$ cat src/assert_macros.svh
// Assertion macros shared by the dispatch table RTL.
// No dependencies; included by files that carry concurrent checks.
`ifndef ASSERT_MACROS_SVH
`define ASSERT_MACROS_SVH

// Clocked check, held off while reset is asserted.
`define PTD_ASSERT(lbl, clk, rst_n, prop, msg) \
  lbl: assert property (@(posedge clk) disable iff (!rst_n) prop) else $error(msg);

// Clocked check that also holds through reset.
`define PTD_ASSERT_ALWAYS(lbl, clk, prop, msg) \
  lbl: assert property (@(posedge clk) prop) else $error(msg);

`endif

$ cat src/ptd_pkg.sv
// Types and constants of the periodic task dispatch table.
// No dependencies; imported by the controller, datapath and top level.
package ptd_pkg;

  localparam int ID_W     = 8;
  localparam int TICK_W   = 32;
  localparam int MS_W     = 32;
  localparam int PERIOD_W = 29;
  localparam int PROD_W   = 64;

  // x / 10 == (x * 0xCCCCCCCD) >> 35 for every 32-bit x
  localparam logic [MS_W-1:0] DIV10_MAGIC = 32'hCCCC_CCCD;
  localparam int              DIV10_SHIFT = 35;

  typedef enum logic [1:0] {
    CMD_ADD      = 2'd0,
    CMD_TICK     = 2'd1,
    CMD_DISPATCH = 2'd2,
    CMD_CLEAR    = 2'd3
  } cmd_t;

  typedef enum logic [2:0] {
    KIND_RUN      = 3'd0,
    KIND_DONE     = 3'd1,
    KIND_ADD_OK   = 3'd2,
    KIND_ADD_FULL = 3'd3,
    KIND_ACK      = 3'd4
  } kind_t;

  typedef enum logic [1:0] {
    ST_IDLE,
    ST_ADD_WR,
    ST_WALK,
    ST_COMPACT
  } state_t;

  typedef struct packed {
    logic [ID_W-1:0]     id;
    logic [TICK_W-1:0]   due;
    logic [PERIOD_W-1:0] period;
  } entry_t;

  typedef struct packed {
    logic  latch_add;
    logic  add_write;
    logic  tick_inc;
    logic  clear_all;
    logic  walk_init;
    logic  walk_step;
    logic  compact_init;
    logic  compact_step;
    logic  compact_done;
    logic  emit;
    kind_t emit_kind;
  } ptd_cmd_t;

  typedef struct packed {
    logic full;
    logic walk_end;
    logic any_kill;
    logic compact_end;
  } ptd_stat_t;

endpackage

$ cat src/ptd_ctrl.sv
// Controller state machine of the dispatch table.
// Depends on ptd_pkg; drives the datapath through ptd_cmd_t.
module ptd_ctrl import ptd_pkg::*; (
  input  logic      clk,
  input  logic      rst_n,
  input  logic      start,
  input  logic [1:0] in_cmd,
  input  ptd_stat_t stat,
  output ptd_cmd_t  cmd,
  output logic      busy
);

  state_t state_r, state_nxt;
  cmd_t   op;

  assign op   = cmd_t'(in_cmd);
  assign busy = (state_r != ST_IDLE);

  always_ff @(posedge clk) begin
    if (!rst_n) begin
      state_r <= ST_IDLE;
    end else begin
      state_r <= state_nxt;
    end
  end

  always_comb begin
    state_nxt = state_r;
    unique case (state_r)
      ST_IDLE: begin
        if (start) begin
          unique case (op)
            CMD_ADD:      if (!stat.full) state_nxt = ST_ADD_WR;
            CMD_DISPATCH: state_nxt = ST_WALK;
            CMD_TICK:     state_nxt = ST_IDLE;
            CMD_CLEAR:    state_nxt = ST_IDLE;
            default:      state_nxt = ST_IDLE;
          endcase
        end
      end
      ST_ADD_WR: state_nxt = ST_IDLE;
      ST_WALK: begin
        if (stat.walk_end) state_nxt = stat.any_kill ? ST_COMPACT : ST_IDLE;
      end
      ST_COMPACT: begin
        if (stat.compact_end) state_nxt = ST_IDLE;
      end
      default: state_nxt = ST_IDLE;
    endcase
  end

  always_comb begin
    cmd = '0;
    cmd.emit_kind = KIND_ACK;
    unique case (state_r)
      ST_IDLE: begin
        if (start) begin
          unique case (op)
            CMD_ADD: begin
              if (stat.full) begin
                cmd.emit      = 1'b1;
                cmd.emit_kind = KIND_ADD_FULL;
              end else begin
                cmd.latch_add = 1'b1;
              end
            end
            CMD_TICK: begin
              cmd.tick_inc = 1'b1;
              cmd.emit     = 1'b1;
            end
            CMD_DISPATCH: cmd.walk_init = 1'b1;
            CMD_CLEAR: begin
              cmd.clear_all = 1'b1;
              cmd.emit      = 1'b1;
            end
            default: cmd = '0;
          endcase
        end
      end
      ST_ADD_WR: begin
        cmd.add_write = 1'b1;
        cmd.emit      = 1'b1;
        cmd.emit_kind = KIND_ADD_OK;
      end
      ST_WALK: begin
        if (stat.walk_end) begin
          cmd.emit         = 1'b1;
          cmd.emit_kind    = KIND_DONE;
          cmd.compact_init = stat.any_kill;
        end else begin
          cmd.walk_step = 1'b1;
        end
      end
      ST_COMPACT: begin
        if (stat.compact_end) cmd.compact_done = 1'b1;
        else                  cmd.compact_step = 1'b1;
      end
      default: cmd = '0;
    endcase
  end

endmodule

$ cat src/ptd_dp.sv
// Datapath of the dispatch table: entry memory, tick counter, walk and
// compaction pointers, divide-by-ten multiplier, result register. Uses ptd_pkg.
module ptd_dp import ptd_pkg::*; #(
  parameter int TASKS = 16
) (
  input  logic                clk,
  input  logic                rst_n,
  input  ptd_cmd_t            cmd,
  input  logic [ID_W-1:0]     in_task_id,
  input  logic [TICK_W-1:0]   in_start_tick,
  input  logic [MS_W-1:0]     in_period_ms,
  output ptd_stat_t           stat,
  output logic                out_valid,
  output logic [2:0]          out_kind,
  output logic [ID_W-1:0]     out_run_id,
  output logic                out_last
);

  localparam int CNT_W = $clog2(TASKS + 1);
  localparam int IDX_W = (TASKS > 1) ? $clog2(TASKS) : 1;

  entry_t entry_mem [TASKS];
  entry_t mem_q_r;
  entry_t mem_wdata;
  logic   mem_we;
  logic [IDX_W-1:0] mem_waddr, mem_raddr;

  logic [TICK_W-1:0] tick_r, tick_nxt;
  logic [CNT_W-1:0]  count_r, count_nxt;
  logic [CNT_W-1:0]  rd_ptr_r, rd_ptr_nxt;
  logic [CNT_W-1:0]  wr_ptr_r, wr_ptr_nxt;
  logic [IDX_W-1:0]  pos_r, pos_nxt;
  logic              vld_r, vld_nxt;
  logic [TASKS-1:0]  kill_r, kill_nxt;
  logic              any_kill_r, any_kill_nxt;

  logic [ID_W-1:0]   add_id_r;
  logic [TICK_W-1:0] add_due_r;
  logic [PROD_W-1:0] prod_r;

  logic              ov_r, ov_nxt;
  kind_t             kind_r, kind_nxt;
  logic [ID_W-1:0]   rid_r, rid_nxt;
  logic              last_r, last_nxt;

  logic [CNT_W-1:0]  rd_dec;
  logic              is_due;
  entry_t            resched;

  assign rd_dec  = rd_ptr_r - CNT_W'(1);
  assign is_due  = (mem_q_r.due <= tick_r);
  always_comb begin
    resched     = mem_q_r;
    resched.due = tick_r + TICK_W'(mem_q_r.period);
  end

  assign stat.full        = (count_r == CNT_W'(TASKS));
  assign stat.walk_end    = (rd_ptr_r == '0) && !vld_r;
  assign stat.any_kill    = any_kill_r;
  assign stat.compact_end = (rd_ptr_r == count_r) && !vld_r;

  always_comb begin
    tick_nxt     = tick_r;
    count_nxt    = count_r;
    rd_ptr_nxt   = rd_ptr_r;
    wr_ptr_nxt   = wr_ptr_r;
    pos_nxt      = pos_r;
    vld_nxt      = 1'b0;
    kill_nxt     = kill_r;
    any_kill_nxt = any_kill_r;
    mem_we       = 1'b0;
    mem_waddr    = count_r[IDX_W-1:0];
    mem_wdata    = '{id: add_id_r, due: add_due_r,
                     period: prod_r[DIV10_SHIFT +: PERIOD_W]};
    mem_raddr    = rd_dec[IDX_W-1:0];
    ov_nxt       = cmd.emit;
    kind_nxt     = cmd.emit_kind;
    rid_nxt      = '0;
    last_nxt     = 1'b1;

    if (cmd.tick_inc) tick_nxt = tick_r + TICK_W'(1);
    if (cmd.clear_all) begin
      tick_nxt  = '0;
      count_nxt = '0;
    end
    if (cmd.add_write) begin
      mem_we    = 1'b1;
      count_nxt = count_r + CNT_W'(1);
    end
    if (cmd.walk_init) begin
      rd_ptr_nxt   = count_r;
      kill_nxt     = '0;
      any_kill_nxt = 1'b0;
    end
    if (cmd.walk_step) begin
      if (rd_ptr_r != '0) begin
        rd_ptr_nxt = rd_dec;
        pos_nxt    = rd_dec[IDX_W-1:0];
        vld_nxt    = 1'b1;
      end
      if (vld_r && is_due) begin
        ov_nxt   = 1'b1;
        kind_nxt = KIND_RUN;
        rid_nxt  = mem_q_r.id;
        last_nxt = 1'b0;
        if (mem_q_r.period != '0) begin
          mem_we    = 1'b1;
          mem_waddr = pos_r;
          mem_wdata = resched;
        end else begin
          kill_nxt[pos_r] = 1'b1;
          any_kill_nxt    = 1'b1;
        end
      end
    end
    if (cmd.compact_init) begin
      rd_ptr_nxt = '0;
      wr_ptr_nxt = '0;
    end
    if (cmd.compact_step) begin
      mem_raddr = rd_ptr_r[IDX_W-1:0];
      if (rd_ptr_r != count_r) begin
        rd_ptr_nxt = rd_ptr_r + CNT_W'(1);
        pos_nxt    = rd_ptr_r[IDX_W-1:0];
        vld_nxt    = 1'b1;
      end
      if (vld_r && !kill_r[pos_r]) begin
        mem_we     = 1'b1;
        mem_waddr  = wr_ptr_r[IDX_W-1:0];
        mem_wdata  = mem_q_r;
        wr_ptr_nxt = wr_ptr_r + CNT_W'(1);
      end
    end
    if (cmd.compact_done) begin
      count_nxt    = wr_ptr_r;
      any_kill_nxt = 1'b0;
    end
  end

  always_ff @(posedge clk) begin
    if (mem_we) entry_mem[mem_waddr] <= mem_wdata;
    mem_q_r <= entry_mem[mem_raddr];
  end

  always_ff @(posedge clk) begin
    if (cmd.latch_add) begin
      add_id_r  <= in_task_id;
      add_due_r <= in_start_tick;
      prod_r    <= PROD_W'(in_period_ms) * PROD_W'(DIV10_MAGIC);
    end
    pos_r  <= pos_nxt;
    kind_r <= kind_nxt;
    rid_r  <= rid_nxt;
    last_r <= last_nxt;
  end

  always_ff @(posedge clk) begin
    if (!rst_n) begin
      tick_r     <= '0;
      count_r    <= '0;
      rd_ptr_r   <= '0;
      wr_ptr_r   <= '0;
      vld_r      <= 1'b0;
      kill_r     <= '0;
      any_kill_r <= 1'b0;
      ov_r       <= 1'b0;
    end else begin
      tick_r     <= tick_nxt;
      count_r    <= count_nxt;
      rd_ptr_r   <= rd_ptr_nxt;
      wr_ptr_r   <= wr_ptr_nxt;
      vld_r      <= vld_nxt;
      kill_r     <= kill_nxt;
      any_kill_r <= any_kill_nxt;
      ov_r       <= ov_nxt;
    end
  end

  assign out_valid  = ov_r;
  assign out_kind   = kind_r;
  assign out_run_id = rid_r;
  assign out_last   = last_r;

endmodule

$ cat src/periodic_task_dispatch_table.sv
// Periodic task dispatch table, top level.
// Depends on ptd_pkg, ptd_ctrl, ptd_dp and assert_macros.svh.
//
// Usage: a command is taken at a clock edge with start high and busy low.
// in_cmd selects add, tick, dispatch or clear; in_task_id, in_start_tick and
// in_period_ms are read only by add. Every result beat is shown for one cycle
// with out_valid high; the receiver cannot stall, and out_last marks the
// final beat of a command.
// Command sequences:
//   tick, clear, rejected add: result in the next cycle.
//   accepted add: divide-by-ten multiply, then table write.
//   dispatch: one entry per cycle through the registered read port of the
//   entry memory; run beats stream out, done beat last. If any run-once
//   entry fired, a compaction pass follows with busy high and no beats.
// Reset (rst_n low, synchronous) clears the counter and the entry count;
// the entry memory itself is not cleared.
`include "assert_macros.svh"

module periodic_task_dispatch_table import ptd_pkg::*; #(
  parameter int TASKS = 16
) (
  input  logic        clk,
  input  logic        rst_n,
  input  logic        start,
  output logic        busy,
  input  logic [1:0]  in_cmd,
  input  logic [7:0]  in_task_id,
  input  logic [31:0] in_start_tick,
  input  logic [31:0] in_period_ms,
  output logic        out_valid,
  output logic [2:0]  out_kind,
  output logic [7:0]  out_run_id,
  output logic        out_last
);

  ptd_cmd_t  cmd;
  ptd_stat_t stat;

  logic tick_acc;
  logic disp_acc;
  logic ack_beat;
  logic last_ok;

  ptd_ctrl u_ctrl (
    .clk    (clk),
    .rst_n  (rst_n),
    .start  (start),
    .in_cmd (in_cmd),
    .stat   (stat),
    .cmd    (cmd),
    .busy   (busy)
  );

  ptd_dp #(
    .TASKS (TASKS)
  ) u_dp (
    .clk           (clk),
    .rst_n         (rst_n),
    .cmd           (cmd),
    .in_task_id    (in_task_id),
    .in_start_tick (in_start_tick),
    .in_period_ms  (in_period_ms),
    .stat          (stat),
    .out_valid     (out_valid),
    .out_kind      (out_kind),
    .out_run_id    (out_run_id),
    .out_last      (out_last)
  );

  assign tick_acc = start && !busy && (in_cmd == CMD_TICK);
  assign disp_acc = start && !busy && (in_cmd == CMD_DISPATCH);
  assign ack_beat = out_valid && (out_kind == KIND_ACK) && out_last;
  assign last_ok  = (out_last == (out_kind != KIND_RUN));

  `PTD_ASSERT(a_tick_ack, clk, rst_n, tick_acc |=> ack_beat, "tick not acknowledged")
  `PTD_ASSERT(a_last_kind, clk, rst_n, out_valid |-> last_ok, "last flag does not match kind")
  `PTD_ASSERT(a_disp_busy, clk, rst_n, disp_acc |=> busy, "dispatch did not hold busy")
  `PTD_ASSERT(a_compact_quiet, clk, rst_n, cmd.compact_step |=> !out_valid, "beat in compaction")

endmodule
$ cat config.mk
export PLATFORM = sky130hd
export DESIGN_NAME = periodic_task_dispatch_table
export DESIGN_NICKNAME = d
export VERILOG_FILES = /design/src/ptd_pkg.sv /design/src/ptd_ctrl.sv /design/src/ptd_dp.sv /design/src/periodic_task_dispatch_table.sv
export VERILOG_INCLUDE_DIRS = /design/src /design/src/src
export SDC_FILE = /design/constraint.sdc
export NUM_CORES = 2
export LEC_CHECK = 0
export BUFFER_PORTS_ARGS = -buffer_cell sky130_fd_sc_hd__buf_2
export CAP_MARGIN = 0
export CORE_ASPECT_RATIO = 1.4
export CORE_MARGIN = 4
export CORE_UTILIZATION = 60
export DETAILED_ROUTE_END_ITERATION = 12
export PLACE_DENSITY_LB_ADDON = 0.05
export SLEW_MARGIN = 20
export SYNTH_ARGS = -nofsm -noshare
export SYNTH_HDL_FRONTEND = slang
export SYNTH_SLANG_ARGS = --single-unit
$ cat constraint.sdc
create_clock -name clk -period 11.8 [get_ports clk]
set_input_delay 2.36 -clock clk [delete_from_list [all_inputs] [get_ports clk]]
set_output_delay 2.36 -clock clk [all_outputs]
set_load 0.01 [all_outputs]
* Word-level counts from Yosys, hierarchy flattened
Memories as Yosys holds them, arrays and structs flattened. A register that Yosys moved wholly into a read port is not among the register bits. Index checks and enable logic that the tools add are counted.
Word-level totals: memories 1, input port bits 77, flip-flop bits (word level) 188, logic and storage cells 144, memory bits (writable) 1104, output and inout bits 14
Operators by class: bitwise logic cells 2, magnitude comparators 3, reduce and logical (&&, ||, !) cells 19, add/sub/neg operators 6, muxes and demuxes 83, multiply operators 1, equality and inequality tests 13
Memories:
- u_dp.entry_mem | words 16, width 69, rd ports 1, clocked after Yosys merged registers in 1, wr ports 1, RTL line ptd_dp.sv:22 | entry_t entry_mem [TASKS];
Operator list (count):
- 69-bit two-way mux | 5
- 32-bit by 32-bit multiplier with 64-bit output (second input constant) | 1
- 16-bit two-way mux | 4
- 5-bit two-way mux | 12
- 4-bit two-way mux | 12
- 32-bit by 1-bit adder with 32-bit output (second input constant) | 1
- 32-bit by 29-bit adder with 32-bit output | 1
- 32-bit <= comparator | 1
- 1-bit two-way mux | 31
- 29-bit nonzero test | 1
- 16-bit OR | 1
- 5-bit by 1-bit adder with 5-bit output (second input constant) | 3
- 13-bit two-way mux | 1
- 3-bit two-way mux | 4
- 4-bit case mux with 3 select lines | 1
- 2-bit two-way mux | 5
- 2-bit equality test (second input constant) | 4
- 2-bit case mux with 2 select lines | 2
- 2-bit case mux with 4 select lines | 1
- 2-bit != test (second input constant) | 3
- 2-bit case mux with 3 select lines | 1
- 2-bit OR reduction | 3
- 5-bit equality test | 1
- 5-bit equality test (second input constant) | 1
- 19 further kinds | 27

* Longest topological paths before layout
depth after elaboration 13, depth in mapped cells 25, mapped depth without buffers 25

* Cells and area by module
From an unflattened synthesis, not the netlist that was laid out.
Second synthesis, totals: cell total of the unflattened synthesis 4270, area total of the unflattened synthesis 68627.1 sq um
By module, submodules not included:
- ptd_dp | seq. area each 38246.7 sq um, area an instance 68350.6 sq um, times used 1, cells each 4232
- ptd_ctrl | seq. area each 40.0 sq um, area an instance 276.5 sq um, times used 1, cells each 38

* Worst setup path after synthesis
OpenSTA, ideal clock, no wires.
kind reg2reg, start register u_dp.tick_r[29], end memory u_dp.entry_mem[12][0] (netlist bit), enable pin, arrival 9293 ps, period minus slack after synthesis 9959 ps, path buffers 2, library setup time 667 ps, path slack 1841 ps, required time 11133 ps, cell stages (with the launch flop) 12, path through dfxtp_1 > clkbuf_1 > inv_1 > ha_1 > and4_1 > nand3_1 > or2_2 > nor4_1 > o21ai_0 > and3_1 > buf_2 > nor4_1
On the way: word-level cells in the longest chain between the ends 8, elaborated cells on any way between the ends 12, classes of those cells order compare: 1; mux: 10; reduce/logical: 1
RTL lines:
- start: declaration | RTL line ptd_dp.sv:28 | logic [TICK_W-1:0] tick_r, tick_nxt;
- start signal: assignment | RTL line ptd_dp.sv:168 | tick_r <= tick_nxt;
- 32-bit <= comparator * | RTL line ptd_dp.sv:51 | assign is_due = (mem_q_r.due <= tick_r);
- 1-bit logical AND * | RTL line ptd_dp.sv:101 | if (vld_r && is_due) begin
- 1-bit two-way mux | RTL line ptd_dp.sv:101
- 1-bit two-way mux | RTL line ptd_dp.sv:95 | if (cmd.walk_step) begin
- 1-bit two-way mux | RTL line ptd_dp.sv:127 | if (vld_r && !kill_r[pos_r]) begin
- 1-bit two-way mux | RTL line ptd_dp.sv:120 | if (cmd.compact_step) begin
- 1-bit two-way mux | RTL line ptd_dp.sv:141 | if (mem_we) entry_mem[mem_waddr] <= mem_wdata;
- 1-bit two-way mux (not written as such) | RTL line ptd_dp.sv:141
- end: declaration | RTL line ptd_dp.sv:22
Mark *: on every way between the ends. The rest lies on a longest branch, timed or not.

* Final worst setup path
start input port in_period_ms[20], end register u_dp.prod_r[60] (data pin)
On the way: word-level cells in the longest chain between the ends 1
RTL lines:
- start: declaration | RTL line periodic_task_dispatch_table.sv:29 | input logic [31:0] in_period_ms,
- 32-bit by 32-bit multiplier with 64-bit output | RTL line ptd_dp.sv:149 | prod_r <= PROD_W'(in_period_ms) * PROD_W'(DIV10_MAGIC);
- end signal: assignment | RTL line ptd_dp.sv:149
- end: declaration | RTL line ptd_dp.sv:39 | logic [PROD_W-1:0] prod_r;
Every way passes these cells. A chain may end at the register's enable or synchronous reset.

==> results.yml <==
detailed_routing:
  wire_per_inst_um: 28.7
  vias: 48600
  drt_iter0_drc: 5049
  vias_per_cell: 6.74
  drtAntennaViolNets: 0
  first_pass_iters: 6
  wirelength_um: 207000
  drc: 0
synth:
  synth_area_leaders: "edfxtp_1 48%, fa_1 11%, ha_1 7.1%"
  synth-edff-count: 1173
  yosysSeqAreaShare_pct: 52.7
  async_flop_share_pct: 0
  syn_inst: 5546
  yosys_warnings: 0
  synth_top_area_cell: "edfxtp_1"
  yosys.cell_types.count: 79
  ys_ff_latch: 1326
  synth_area_um2: 72600
  syn-num-nets: 6423
  synth_flop_cell: "edfxtp_1"
  syn_area_per_cell_um2: 13.1
  yosys.area.top_type_share_pct: 48.5
grt:
  grt_first_pass_wirelength_um: 307000
  grt_antenna_before_repair: 3
  grtUsageTotal_pct: 32.5
  grt_pass1_vias: 48800
  grt_overflow: 0
  grt_max_degree: 238
setup_path:
  end_kind: "flop"
  critPathTopFamily: "adder cells"
  cp_max_fo: 7
  cp_num_buf_inv: 7
  critical_path_class: "in -> reg"
  slowest_stage: "fa_1"
  crit_start: "in_period_ms[20]"
  crit_path_start_kind: "input port"
  worst_path_largest_cell_delay_ns: 0.57
  crit_top_cell: "fa_1"
  worst_ep_required_time_ns: 12.29
  r2r_start: "u_dp.pos_r[0]$_DFF_P_"
  cp_data_arrival_time_ns: 9.98
clock_tree:
  hold_buffers: 0
  htreeDepth: 3
  numClockSinks: 1326
  cts_buffers: 121
  postCtsSetupRepairBufs: 0
  cts_buffer_depth: 3
  path_clk_slew_ns: 0.06
  cts_resized: 0
  cts_tree: "done"
  root_buffer: "clkbuf_16"
  clkLatencyLatePin_ns: 0.76
sta:
  period_needed_ns: 9.49
  setup_viol: 0
  finClkSkew_ns: 0.0448
  fin_tns_setup_ns: 0
  hold_viol: 0
  layout_worst_path_cycle_share_pct: 80.4
  timing.fmax_mhz: 105
  slew_viol_final: 0
  max_slew_margin_pct: 23.2
  worst_pin_slew_ns: 1.15
  rsz0062_at_grt: "no"
floorplan:
  chipHeight_um: 420
  die_w_um: 302
  rows: 150
  core_um2: 120000
  dieArea_um2: 127000
  start_util_pct: 60.6
  top_level_ports: 91
pwr:
  swShare_pct: 44.4
  internal_power_uw: 13900
  netSwitchingPower_uw: 11100
  combPwrFrac_pct: 59.4
  peakVddDrop_v: 0.000999
  p_seq_share_pct: 24.7
  p_leak_uw: 0.0287
  power.density_nw_per_um2: 317
  pwr-share-clk_pct: 15.9
job:
  maxCapViolCount: 0
worst_hold_path:
  hp-class: "reg -> reg"
  hp-start: "u_dp.mem_q_r[63]$_DFF_P_"
place:
  dpl.hpwl_um: 131000
  routabilityCongestion: 0.996
  portBuffers: 90
outcome:
  status: "finished clean"
finish:
  fin_util_pct: 65.6
  syn_to_final_growth_pct: 8.27
  nFillCells: 8867
  drive_above_1_share_pct: 9.84
  finalNetCount: 6380
through the flow:
| stage | instances | total power, uW | hold WS (ns) | setup slack [ns] | area, um2 |
|---|---|---|---|---|---|
| finish | 7207 | 24900 | 0.447 | 2.31 | 78700 |
| floorplan | 5546 | 16400 | 0.426 | 1.84 | 72600 |
| global placement | 6973 | 20800 | 0.433 | 1.65 | 74500 |
| detailed placement | 6973 | 21000 | 0.438 | 1.54 | 74500 |
| CTS | 7203 | 25000 | 0.450 | 2.39 | 78500 |
| global route | 7206 | 26800 | 0.475 | 2.02 | 78700 |
layout by cell type (no fill, tap or decap), types with 71 or more instances in the layout:
cell       count
a21oi_1      172
clkbuf_16    121
buf_2         90
xnor2_1       76
o21ai_0      202
edfxtp_1    1173
o221ai_1     485
mux4_2        73
nand3_1      199
o22ai_1      140
a311oi_1      72
inv_1        590
buf_4         88
nor2_1       124
a221oi_1      71
ha_1         413
fa_1         387
nand2_1      286
dfxtp_1      152
kinds of logic after synthesis:
| group | Yosys count | share of synthesized area [%] |
|---|---|---|
| muxes | 180 | 3.80 |
| xor gates and xnor gates | 139 | 1.70 |
| DFF | 1326 | 52.7 |
| and+or+nand+nor | 803 | 5.19 |
| adders and majority gates | 800 | 17.8 |
| AOI/OAI and AO/OA | 1357 | 13.7 |
| buffers and inverters | 941 | 5.17 |
layout make-up:
| cell class | instances | area, um2 | share of cell area [%] |
|---|---|---|---|
| clock buffer | 173 | 3420 | 4.35 |
| antenna | 1 | 2.50 | 0.00318 |
| tap | 1596 | 2000 | 2.54 |
| sequential | 1326 | 38300 | 48.7 |
| multi-input combinational | 3279 | 30900 | 39.3 |
| timing repair buffer | 184 | 1210 | 1.54 |
| clock inverter | 57 | 589 | 0.749 |
| inverter | 591 | 2220 | 2.83 |
synth_stat cells, types with 18 or more instances:
cell,count
edfxtp_1,1173
inv_1,590
o221ai_1,485
ha_1,413
fa_1,387
nand2_1,286
clkbuf_1,225
o21ai_0,203
nand3_1,199
a21oi_1,173
dfxtp_1,153
o22ai_1,140
nor2_1,125
buf_2,82
xnor2_1,79
mux4_2,73
a311oi_1,72
a221oi_1,71
mux2i_1,70
xor2_1,59
a21o_1,58
mux2_2,37
a31oi_1,36
nor3_1,34
nor4_1,32
nand4_1,26
and2_1,23
buf_4,18
power by group through the flow:
| stage | Combinational [uW] | Clock [uW] | Sequential [uW] |
|---|---|---|---|
| 2_1_floorplan | 10300 | 0 | 6080 |
| 3_3_place_gp | 14500 | 0 | 6260 |
| 3_5_place_dp | 14700 | 0 | 6260 |
| 4_1_cts | 14900 | 4000 | 6160 |
| 5_1_grt | 16500 | 4200 | 6170 |
| 6_report | 14800 | 3950 | 6160 |
registers in the layout (all words and copies together) (netlist names), 8 cells and up:
signal / count
u_dp.add_due_r: 32
u_dp.add_id_r: 8
u_dp.entry_mem: 1104
u_dp.kill_r: 16
u_dp.mem_q_r: 69
u_dp.out_run_id: 8
u_dp.prod_r: 29
u_dp.tick_r: 32
routing by layer:
metal	wire, um	track usage (%)
met5	41	0
met4	10300	14.9
met3	13400	3.65
met2	103000	55.2
met1	80200	42.4
path summary, 6_finish.rpt:
| check | depth (start not counted) | slack, ns | end |
|---|---|---|---|
| setup / recovery | 25 | 2.31 | u_dp.prod_r[60]$_DFFE_PP_ |
| hold / removal | 1 | 0.45 | u_dp.out_run_id[2]$_SDFF_PN0_ |
| setup reg to reg | 10 | 5.65 | u_dp.entry_mem[7][67]$_DFFE_PP_ |
| hold reg to reg | 1 | 0.45 | u_dp.out_run_id[2]$_SDFF_PN0_ |
Note: power is estimated with default switching activity, not from simulation.
